===== src/design/lpcd_pkg.sv =====
`default_nettype none
// ----------------------------------------------------------------------------
// lpcd_pkg
// Shared types and constants for the length-prefixed command deframer.
// ----------------------------------------------------------------------------
package lpcd_pkg;

    localparam int MAX_FRAME = 32;
    localparam int ADDR_W    = $clog2(MAX_FRAME);
    localparam int LEN_W     = $clog2(MAX_FRAME + 1);

    localparam logic [7:0] START_CHAR_RST = 8'd37;
    localparam logic [7:0] PRINT_CODE_RST = 8'd112;
    localparam logic [7:0] FLUSH_CODE_RST = 8'd114;

    typedef enum logic [1:0] {
        CFG_START_CHAR = 2'd0,
        CFG_PRINT_CODE = 2'd1,
        CFG_FLUSH_CODE = 2'd2
    } cfg_index_t;

    typedef enum logic [1:0] {
        KIND_PRINT   = 2'd0,
        KIND_FLUSH   = 2'd1,
        KIND_UNKNOWN = 2'd2,
        KIND_LEN_ERR = 2'd3
    } kind_t;

    typedef enum logic [2:0] {
        ST_HUNT,
        ST_LENGTH,
        ST_READ,
        ST_FETCH,
        ST_LOAD,
        ST_RESULT
    } state_t;

    typedef struct packed {
        logic [7:0] start_char;
        logic [7:0] print_code;
        logic [7:0] flush_code;
    } cfg_t;

endpackage
`default_nettype wire


===== src/design/lpcd_ram.sv =====
`default_nettype none
// ----------------------------------------------------------------------------
// lpcd_ram
// Generic single-write, single-read RAM with a registered read port.
// ----------------------------------------------------------------------------
module lpcd_ram #(
    parameter int WIDTH = 8,
    parameter int DEPTH = 32
) (
    input  wire logic                     aclk,
    input  wire logic                     wr_en,
    input  wire logic [$clog2(DEPTH)-1:0] wr_addr,
    input  wire logic [WIDTH-1:0]         wr_data,
    input  wire logic [$clog2(DEPTH)-1:0] rd_addr,
    output logic      [WIDTH-1:0]         rd_data
);

    logic [WIDTH-1:0] mem_reg [DEPTH];

    always_ff @(posedge aclk) begin
        if (wr_en) begin
            mem_reg[wr_addr] <= wr_data;
        end
        rd_data <= mem_reg[rd_addr];
    end

endmodule
`default_nettype wire


===== src/design/lpcd_ctrl.sv =====
`default_nettype none
// ----------------------------------------------------------------------------
// lpcd_ctrl
// Frame sequencer: hunts for the start character, stores the message in the
// frame RAM, decodes the command and replays the payload from the RAM.
// ----------------------------------------------------------------------------
module lpcd_ctrl (
    input  wire logic                aclk,
    input  wire logic                aresetn,
    input  wire lpcd_pkg::cfg_t      cfg,
    input  wire logic                s_valid,
    output logic                     s_ready,
    input  wire logic [7:0]          s_rx_byte,
    output logic                     m_valid,
    input  wire logic                m_ready,
    output logic [1:0]               m_result_kind,
    output logic [7:0]               m_payload_byte,
    output logic                     m_payload_valid,
    output logic                     m_last
);

    localparam int LEN_W  = lpcd_pkg::LEN_W;
    localparam int ADDR_W = lpcd_pkg::ADDR_W;

    lpcd_pkg::state_t  state_reg, state_next;
    logic [LEN_W-1:0]  len_reg, len_next;
    logic [LEN_W-1:0]  count_reg, count_next;
    logic [LEN_W-1:0]  idx_reg, idx_next;
    logic [7:0]        cmd_reg, cmd_next;
    lpcd_pkg::kind_t   kind_reg, kind_next;
    logic [7:0]        byte_reg, byte_next;
    logic              pvalid_reg, pvalid_next;
    logic              last_reg, last_next;

    logic              s_fire;
    logic              ram_we;
    logic [7:0]        ram_rdata;
    logic [LEN_W-1:0]  count_inc;
    logic [LEN_W-1:0]  idx_inc;
    logic [7:0]        cmd_now;
    logic              len_bad;

    assign s_fire    = s_valid && s_ready;
    assign count_inc = count_reg + LEN_W'(1);
    assign idx_inc   = idx_reg + LEN_W'(1);
    assign len_bad   = (s_rx_byte == 8'd0) ||
                       ({1'b0, s_rx_byte} > 9'(lpcd_pkg::MAX_FRAME));
    // The command byte is the first message byte, kept aside as it arrives.
    assign cmd_now   = (count_reg == '0) ? s_rx_byte : cmd_reg;
    assign ram_we    = s_fire && (state_reg == lpcd_pkg::ST_READ);

    lpcd_ram #(
        .WIDTH(8),
        .DEPTH(lpcd_pkg::MAX_FRAME)
    ) u_store (
        .aclk   (aclk),
        .wr_en  (ram_we),
        .wr_addr(count_reg[ADDR_W-1:0]),
        .wr_data(s_rx_byte),
        .rd_addr(idx_reg[ADDR_W-1:0]),
        .rd_data(ram_rdata)
    );

    always_ff @(posedge aclk) begin
        if (!aresetn) begin
            state_reg <= lpcd_pkg::ST_HUNT;
            len_reg   <= '0;
            count_reg <= '0;
        end else begin
            state_reg <= state_next;
            len_reg   <= len_next;
            count_reg <= count_next;
        end
        idx_reg    <= idx_next;
        cmd_reg    <= cmd_next;
        kind_reg   <= kind_next;
        byte_reg   <= byte_next;
        pvalid_reg <= pvalid_next;
        last_reg   <= last_next;
    end

    always_comb begin
        state_next  = state_reg;
        len_next    = len_reg;
        count_next  = count_reg;
        idx_next    = idx_reg;
        cmd_next    = cmd_reg;
        kind_next   = kind_reg;
        byte_next   = byte_reg;
        pvalid_next = pvalid_reg;
        last_next   = last_reg;
        s_ready     = 1'b0;
        m_valid     = 1'b0;

        unique case (state_reg)
            lpcd_pkg::ST_HUNT: begin
                s_ready = 1'b1;
                if (s_fire && (s_rx_byte == cfg.start_char)) begin
                    state_next = lpcd_pkg::ST_LENGTH;
                end
            end
            lpcd_pkg::ST_LENGTH: begin
                s_ready = 1'b1;
                if (s_fire) begin
                    if (len_bad) begin
                        kind_next   = lpcd_pkg::KIND_LEN_ERR;
                        byte_next   = 8'd0;
                        pvalid_next = 1'b0;
                        last_next   = 1'b1;
                        state_next  = lpcd_pkg::ST_RESULT;
                    end else begin
                        len_next   = s_rx_byte[LEN_W-1:0];
                        count_next = '0;
                        state_next = lpcd_pkg::ST_READ;
                    end
                end
            end
            lpcd_pkg::ST_READ: begin
                s_ready = 1'b1;
                if (s_fire) begin
                    count_next = count_inc;
                    cmd_next   = cmd_now;
                    if (count_inc >= len_reg) begin
                        byte_next   = 8'd0;
                        pvalid_next = 1'b0;
                        last_next   = 1'b1;
                        state_next  = lpcd_pkg::ST_RESULT;
                        // Flush takes precedence when both codes are equal.
                        if (cmd_now == cfg.flush_code) begin
                            kind_next = lpcd_pkg::KIND_FLUSH;
                        end else if (cmd_now == cfg.print_code) begin
                            kind_next = lpcd_pkg::KIND_PRINT;
                            if (len_reg > LEN_W'(1)) begin
                                idx_next   = LEN_W'(1);
                                state_next = lpcd_pkg::ST_FETCH;
                            end
                        end else begin
                            kind_next = lpcd_pkg::KIND_UNKNOWN;
                        end
                    end
                end
            end
            lpcd_pkg::ST_FETCH: begin
                // Read address is presented this cycle; data lands next cycle.
                state_next = lpcd_pkg::ST_LOAD;
            end
            lpcd_pkg::ST_LOAD: begin
                kind_next   = lpcd_pkg::KIND_PRINT;
                byte_next   = ram_rdata;
                pvalid_next = 1'b1;
                last_next   = (idx_inc == len_reg);
                state_next  = lpcd_pkg::ST_RESULT;
            end
            lpcd_pkg::ST_RESULT: begin
                m_valid = 1'b1;
                if (m_ready) begin
                    if (last_reg) begin
                        state_next = lpcd_pkg::ST_HUNT;
                    end else begin
                        idx_next   = idx_inc;
                        state_next = lpcd_pkg::ST_FETCH;
                    end
                end
            end
            default: begin
                state_next = lpcd_pkg::ST_HUNT;
            end
        endcase
    end

    assign m_result_kind   = kind_reg;
    assign m_payload_byte  = byte_reg;
    assign m_payload_valid = pvalid_reg;
    assign m_last          = last_reg;

endmodule
`default_nettype wire


===== src/design/length_prefixed_command_deframer.sv =====
`default_nettype none
// ----------------------------------------------------------------------------
// length_prefixed_command_deframer
// Byte-stream deframer for start/length/command frames with a payload store.
// ----------------------------------------------------------------------------
// Received bytes enter one word at a time on the s_ channel. A frame is the
// start character, a length byte (1 to 32) and that many message bytes, the
// first of which is the command. Results leave on the m_ channel: a run of
// payload words for a print command (a single word with m_payload_valid low
// if it has no payload), or a single flush, unknown-command or length-error
// word, each run closed by m_last. Input words are taken back to back while
// a frame is being received. After the final message byte, a single-word
// result is valid on the next cycle; a print run fetches each payload word
// from the frame RAM (fetch, RAM read, load into the output register), the
// next only after the receiver has taken the previous one. No input is taken
// while results are being delivered. If the receiver stalls, the output
// register holds its word and the sequencer waits. Configuration words on
// cfg_ are taken at once. Reset returns the sequencer to hunting and restores
// the default start, print and flush codes; the frame RAM is not cleared.
// ----------------------------------------------------------------------------
module length_prefixed_command_deframer (
    input  wire logic       aclk,
    input  wire logic       aresetn,
    input  wire logic       cfg_valid,
    output logic            cfg_ready,
    input  wire logic [1:0] cfg_index,
    input  wire logic [7:0] cfg_data,
    input  wire logic       s_valid,
    output logic            s_ready,
    input  wire logic [7:0] s_rx_byte,
    output logic            m_valid,
    input  wire logic       m_ready,
    output logic [1:0]      m_result_kind,
    output logic [7:0]      m_payload_byte,
    output logic            m_payload_valid,
    output logic            m_last
);

    lpcd_pkg::cfg_t cfg_reg, cfg_next;

    assign cfg_ready = 1'b1;

    always_comb begin
        cfg_next = cfg_reg;
        if (cfg_valid) begin
            unique case (cfg_index)
                lpcd_pkg::CFG_START_CHAR: cfg_next.start_char = cfg_data;
                lpcd_pkg::CFG_PRINT_CODE: cfg_next.print_code = cfg_data;
                lpcd_pkg::CFG_FLUSH_CODE: cfg_next.flush_code = cfg_data;
                default: cfg_next = cfg_reg;
            endcase
        end
    end

    always_ff @(posedge aclk) begin
        if (!aresetn) begin
            cfg_reg.start_char <= lpcd_pkg::START_CHAR_RST;
            cfg_reg.print_code <= lpcd_pkg::PRINT_CODE_RST;
            cfg_reg.flush_code <= lpcd_pkg::FLUSH_CODE_RST;
        end else begin
            cfg_reg <= cfg_next;
        end
    end

    lpcd_ctrl u_ctrl (
        .aclk           (aclk),
        .aresetn        (aresetn),
        .cfg            (cfg_reg),
        .s_valid        (s_valid),
        .s_ready        (s_ready),
        .s_rx_byte      (s_rx_byte),
        .m_valid        (m_valid),
        .m_ready        (m_ready),
        .m_result_kind  (m_result_kind),
        .m_payload_byte (m_payload_byte),
        .m_payload_valid(m_payload_valid),
        .m_last         (m_last)
    );

endmodule
`default_nettype wire

===== config.mk =====
export PLATFORM = sky130hd
export DESIGN_NAME = length_prefixed_command_deframer
export DESIGN_NICKNAME = d
export VERILOG_FILES = /design/src/design/lpcd_pkg.sv /design/src/design/lpcd_ram.sv /design/src/design/lpcd_ctrl.sv /design/src/design/length_prefixed_command_deframer.sv
export SDC_FILE = /design/constraint.sdc
export NUM_CORES = 1
export LEC_CHECK = 0
export BUFFER_PORTS_ARGS = -buffer_cell sky130_fd_sc_hd__buf_4
export CAP_MARGIN = 10
export CORE_ASPECT_RATIO = 1.25
export CORE_MARGIN = 1.5
export CORE_UTILIZATION = 60
export CTS_BUF_LIST = sky130_fd_sc_hd__clkbuf_4
export DETAILED_ROUTE_END_ITERATION = 8
export HOLD_SLACK_MARGIN = 0.03
export PLACE_DENSITY = 0.8
export SLEW_MARGIN = 25
export SYNTH_ARGS = -nofsm -noshare
export SYNTH_HDL_FRONTEND = slang
export SYNTH_HIERARCHICAL = 1
export SYNTH_SLANG_ARGS = --single-unit
export TNS_END_PERCENT = 1

===== constraint.sdc =====
create_clock -name aclk -period 5.7 [get_ports aclk]
set_input_delay 0.285 -clock aclk [delete_from_list [all_inputs] [get_ports aclk]]
set_output_delay 0.285 -clock aclk [all_outputs]
set_load 0.02 [all_outputs]

* Word level (Yosys, flattened, before mapping)
Memories as Yosys holds them, arrays and structs flattened. A register that Yosys moved wholly into a read port is not among the register bits.
Cells that the tools add are included.
** Word-level totals
- Memories kept :: 1
- Bits in registers :: 65
- Memory bits (writable) :: 256
- Word-level logic and storage cells :: 112
** Operators by class
- Equal/unequal tests :: 22
- $add $sub $neg :: 2
- Order comparisons :: 3
- Bitwise operators :: 1
- Reductions and logical operators :: 21
- Mux-type cells :: 50
** Memories
- u_ctrl.u_store.mem_reg :: words 32, bits a word 8, read ports 1, clocked after Yosys merged registers in 1, wr ports 1, line lpcd_ram.sv:18 : logic [WIDTH-1:0] mem_reg [DEPTH];
** Operators with widths (count)
- 6-bit 2-to-1 mux :: 10
- 8-bit 2-to-1 mux :: 5
- 3-bit 2-to-1 mux :: 9
- 8-bit == test :: 3
- 6-bit case mux with 2 select lines :: 2
- 8-bit case mux with 3 select lines :: 1
- 3-bit case mux with 6 select lines :: 1
- 2-bit 2-to-1 mux :: 7
- 2-bit inequality test, second input constant :: 7
- 6-bit by 1-bit adder with 6-bit output, second input constant :: 2
- 1-bit 2-to-1 mux :: 12
- 5-bit AND reduction :: 2
- 8-bit by 6-bit greater-than comparator with 1-bit output, second input constant :: 1
- 8-bit logical NOT :: 1
- 2-bit by 1-bit inequality test with 1-bit output, second input constant :: 4
- 2-bit AND reduction :: 4
- 8-bit AND reduction :: 1
- 3-bit by 2-bit == test with 1-bit output, second input constant :: 2
- 3-bit == test, second input constant :: 2
- 6-bit == test :: 1
- 6-bit greater-or-equal comparator :: 1
- 6-bit by 1-bit greater-than comparator with 1-bit output, second input constant :: 1
- 6-bit logical NOT :: 1
- 1-bit case mux with 3 select lines :: 2
- 14 further kinds :: 17

* Longest topological paths before layout
- Depth in word-level cells :: 8
- Gate-level depth with buffers :: 10
- Depth with buffers taken out :: 10

* Hierarchy
Netlist, hierarchy kept.
** By module, submodules not included
- lpcd_ram :: cells an instance 417, times used 1, sequential area each 7847.5 um^2, area each 10053.4 um^2
- lpcd_ctrl :: cells an instance 284, times used 1, sequential area each 1081.0 um^2, area each 2677.6 um^2
- length_prefixed_command_deframer :: cells an instance 95, times used 1, sequential area each 480.5 um^2, area each 979.7 um^2

* Worst setup path before layout
OpenSTA, ideal clock, no wires.
- Path type :: register -> register
- From :: reg u_ctrl.state_reg[2]
- To :: mem u_ctrl.u_store.mem_reg[28][0] (enable)
- Cell stages (with the launch flop) :: 8
- Setup time :: 370 ps
- Data required time :: 5330 ps
- Arrival :: 2438 ps
- Buffers on the path :: 2
- Setup slack :: 2891 ps
- Path through :: dfxtp_1 > clkbuf_1 > nor3b_1 > nand2_1 > clkinv_1 > or3b_2 > clkbuf_1 > nor2_1
** On the way
- Cells in the longest elaborated chain, start to end :: 7
- Elaborated cells on any way between the ends :: 9
** Ends and longest elaborated chain
- start: declaration :: line lpcd_ctrl.sv:25 : lpcd_pkg::state_t state_reg, state_next;
- start signal: assignment :: line lpcd_ctrl.sv:66 : state_reg <= lpcd_pkg::ST_HUNT;
- start signal: assignment :: line lpcd_ctrl.sv:70 : state_reg <= state_next;
- 3-bit by 1-bit == test with 1-bit output (tied with other cells) :: line lpcd_ctrl.sv:95 : unique case (state_reg)
- 3-bit OR reduction (no source line)
- 1-bit 2-to-1 mux :: line lpcd_ctrl.sv:95
- 1-bit logical AND :: line lpcd_ctrl.sv:43 : assign s_fire = s_valid && s_ready;
- 1-bit logical AND * :: line lpcd_ctrl.sv:50 : assign ram_we = s_fire && (state_reg == lpcd_pkg::ST_READ);
- via u_ctrl.ram_we :: line lpcd_ctrl.sv:36 : logic ram_we;
- 1-bit 2-to-1 mux * :: line lpcd_ram.sv:21 : if (wr_en) begin
- 1-bit 2-to-1 mux (not written as such) * :: line lpcd_ram.sv:22 : mem_reg[wr_addr] <= wr_data;
- end: declaration :: line lpcd_ram.sv:18
The timed path passes the listed nets; every way through them passes the cells marked *.

* Worst setup path in the final report
- From :: reg u_ctrl.state_reg[1]
- To :: mem u_ctrl.u_store.mem_reg[18][1] (enable)
Same word-level chain as after synthesis.

==> reports/metrics.yaml <==
synthesis:
  netlist_instances: 796
  ys.flop_type: "edfxtp_1"
  ys_types: 59
  yosys_warnings: 6
  synth-edff-count: 282
  syn_area_per_cell_um2: 17.2
  syn_nets: 828
  yosysSeqAreaShare_pct: 68.6
  synth-seq-cells: 329
  syn-cell-area_mm2: 0.0137
  ys_async_sr_fraction_pct: 0
global_route:
  grt_max_degree: 69
  grt_pass1_wl_um: 46000
  grt_usage_pct: 26.3
  grt_pass1_vias: 7920
  grt_overflow: 0
  antenna_found_initial: 1
drt:
  drtIter0Drc: 584
  wl_per_cell_um: 24.1
  post-route-drc-count: 0
  firstDrtPassIters: 5
  vias: 7636
  via_per_inst: 6.11
  ant_nets: 0
  routed_wl_um: 30100
placed_design:
  hpwl_um: 18900
  port_buffers: 36
  gp_congestion: 0.858
timing:
  min_period_over_period_pct: 61.9
  clock.fmax_ghz: 0.283
  rsz0062_at_grt: "false"
  slew_headroom_pct: 33.1
  hold_violations: 0
  final_max_slew_viol_count: 0
  finalCriticalPeriod_ps: 3530
  finalSetupViolations: 0
  skew_ps: 62.3
  tightest_slew_ps: 1000
  setup_tns_ps: 0
worst_setup_path:
  cp-end-kind: "flip-flop"
  cpMaxStageDelayCell: "nor2_1"
  worstPathRequired_ps: 6030
  crit_fanout: 19
  crit_chain: "nor3b_1 -> nand2_1 -> clkinv_1 -> nand3b_1 -> nor2_1"
  max_stage_delay_ps: 770
  path_buf_inv: 1
  critical-path-top-delay-family: "simple AND/OR/NAND/NOR gates"
  crit_arrival_ps: 3860
  start_kind: "flip-flop"
  path_class: "flip-flop to flip-flop"
floorplan:
  die-area_mm2: 0.0238
  die_x_um: 138
  start_util_pct: 61.3
  ioPinCount: 38
  die_y_um: 172
  core-area_mm2: 0.0224
  num_rows: 61
clock_network:
  post_cts_buffers: 0
  cts_max_path_buffers: 3
  clkTransAtPathRegs_ps: 70
  cts_tree: "built"
  cts_buffers: 77
  root_buffer: "clkbuf_4"
  cts-htree-levels: 3
  clk-insertion-delay-late_ps: 720
  clock-sinks: 329
status:
  outcome: "finished clean"
pwr:
  p_per_area_mw_per_mm2: 304
  ir_drop_v: 0.000192
  leakagePower_nw: 5.25
layout:
  utilization_pct: 69.3
  layout.nets: 937
  synthToLayoutAreaGrowth_pct: 13.1
  largest_register_ffs: 256
  drive_above_1_share_pct: 28.0
flow_run:
  maxCapViolCount: 0
worst_hold_path:
  hold_path.class: "primary input to flip-flop"
worst paths after layout:
kind,from,endpoint,slack [ps],depth (start not counted)
max,u_ctrl/state_reg[1]$_SDFFE_PN0P_,u_ctrl/u_store/mem_reg[18][1]$_DFFE_PP_,2170,5
min,s_rx_byte[6],u_ctrl/u_store/mem_reg[0][6]$_DFFE_PP_,80,1
max reg2reg,u_ctrl/state_reg[1]$_SDFFE_PN0P_,u_ctrl/u_store/mem_reg[18][1]$_DFFE_PP_,2170,5
min reg2reg,cfg_reg[2]$_SDFFE_PN0P_,cfg_reg[2]$_SDFFE_PN0P_,480,2
where the power goes:
part / switching (W) / total [W] / internal [W]
Clock: 0.000900 / 0.00195 / 0.00105
Combinational: 0.0000902 / 0.000145 / 0.0000545
Sequential: 0.00000921 / 0.00263 / 0.00262
kinds of logic after synthesis:
family	count (synthesis)	share of synthesized area, %
other	1	0.0274
AOI/OAI and AO/OA	58	2.84
muxes	126	16.6
adders and majority gates	9	0.821
DFF	329	68.6
xor gates and xnor gates	35	2.24
buffers and inverters	65	2.20
and+or+nand+nor	173	6.62
final cells by class:
type                    instances  area, um^2
diodes                          1        2.50
clock buffers                 112         841
clock inverters                28         206
fillers                      1403        6860
inverters                      28         105
multi-input cells             402        4000
flip-flops and latches        329        9410
well taps                     283         354
repair buffers                 67         583
layer usage:
layer / track usage, % / part of all wire, %
met1: 30.9 / 38
met2: 47.1 / 53
met4: 12.6 / 3.4
met3: 4.98 / 6.2
met5: 0 / 0
cells in the mapped netlist (all sizes together), types with 2 or more instances:
library cell	n	share of area [%]
dfxtp	47	6.9
nor4	2	0.091
xor2	13	0.83
nand4	5	0.23
mux4	80	13
mux2	15	1.2
a211o	4	0.26
o21ai	10	0.36
nand3	13	0.51
a21oi	19	0.69
and4bb	2	0.18
and2	9	0.41
o31ai	2	0.11
mux2i	31	2.3
buf	20	0.97
o2bb2ai	2	0.13
nor3	6	0.22
edfxtp	282	62
nand3b	8	0.44
o21a	3	0.16
o22ai	2	0.091
ha	9	0.82
inv	27	0.74
or3b	4	0.26
nand2b	2	0.091
nor2	55	1.6
nor3b	2	0.15
or3	4	0.22
a222oi	5	0.37
o211ai	3	0.16
xnor2	22	1.4
nor2b	14	0.64
nand2	38	1.0
clkbuf	17	0.47
or4	2	0.11
and3	3	0.14
worst register-to-register path, cell delays in order, from the launching register on:
cell,delay [ps]
dfxtp_1,530
nor3b_1,600
nand2_1,310
clkinv_1,400
nand3b_1,530
nor2_1,770
placed cells by master (no fill, tap or decap), types with 18 or more instances in the layout:
cell type      count
nor2_1            54
clkinv_1          18
dfxtp_1           47
mux2i_1           31
dlygate4sd3_1     27
clkbuf_4         112
a21oi_1           19
buf_4             39
inv_1             27
mux4_2            80
xnor2_1           22
nand2_1           38
edfxtp_1         282
stage by stage:
stage	instances	hold WS [ps]	total power [W]	instance area (um^2)	setup WS, ps
floorplan	796	384	0.00274	13700	2890
global placement	1082	462	0.00281	14200	2380
detailed placement	1082	465	0.00281	14200	2280
CTS	1249	41.1	0.00476	15500	2210
global route	1250	50.7	0.00490	15500	1850
finish	1250	75.8	0.00472	15500	2170
repair_timing:
action,4_1_cts,5_1_grt
endpoints found under the hold margin,28,0
hold buffers,27,0
resized for setup,0,0
No activity file was read; power rests on OpenSTA's default activity.
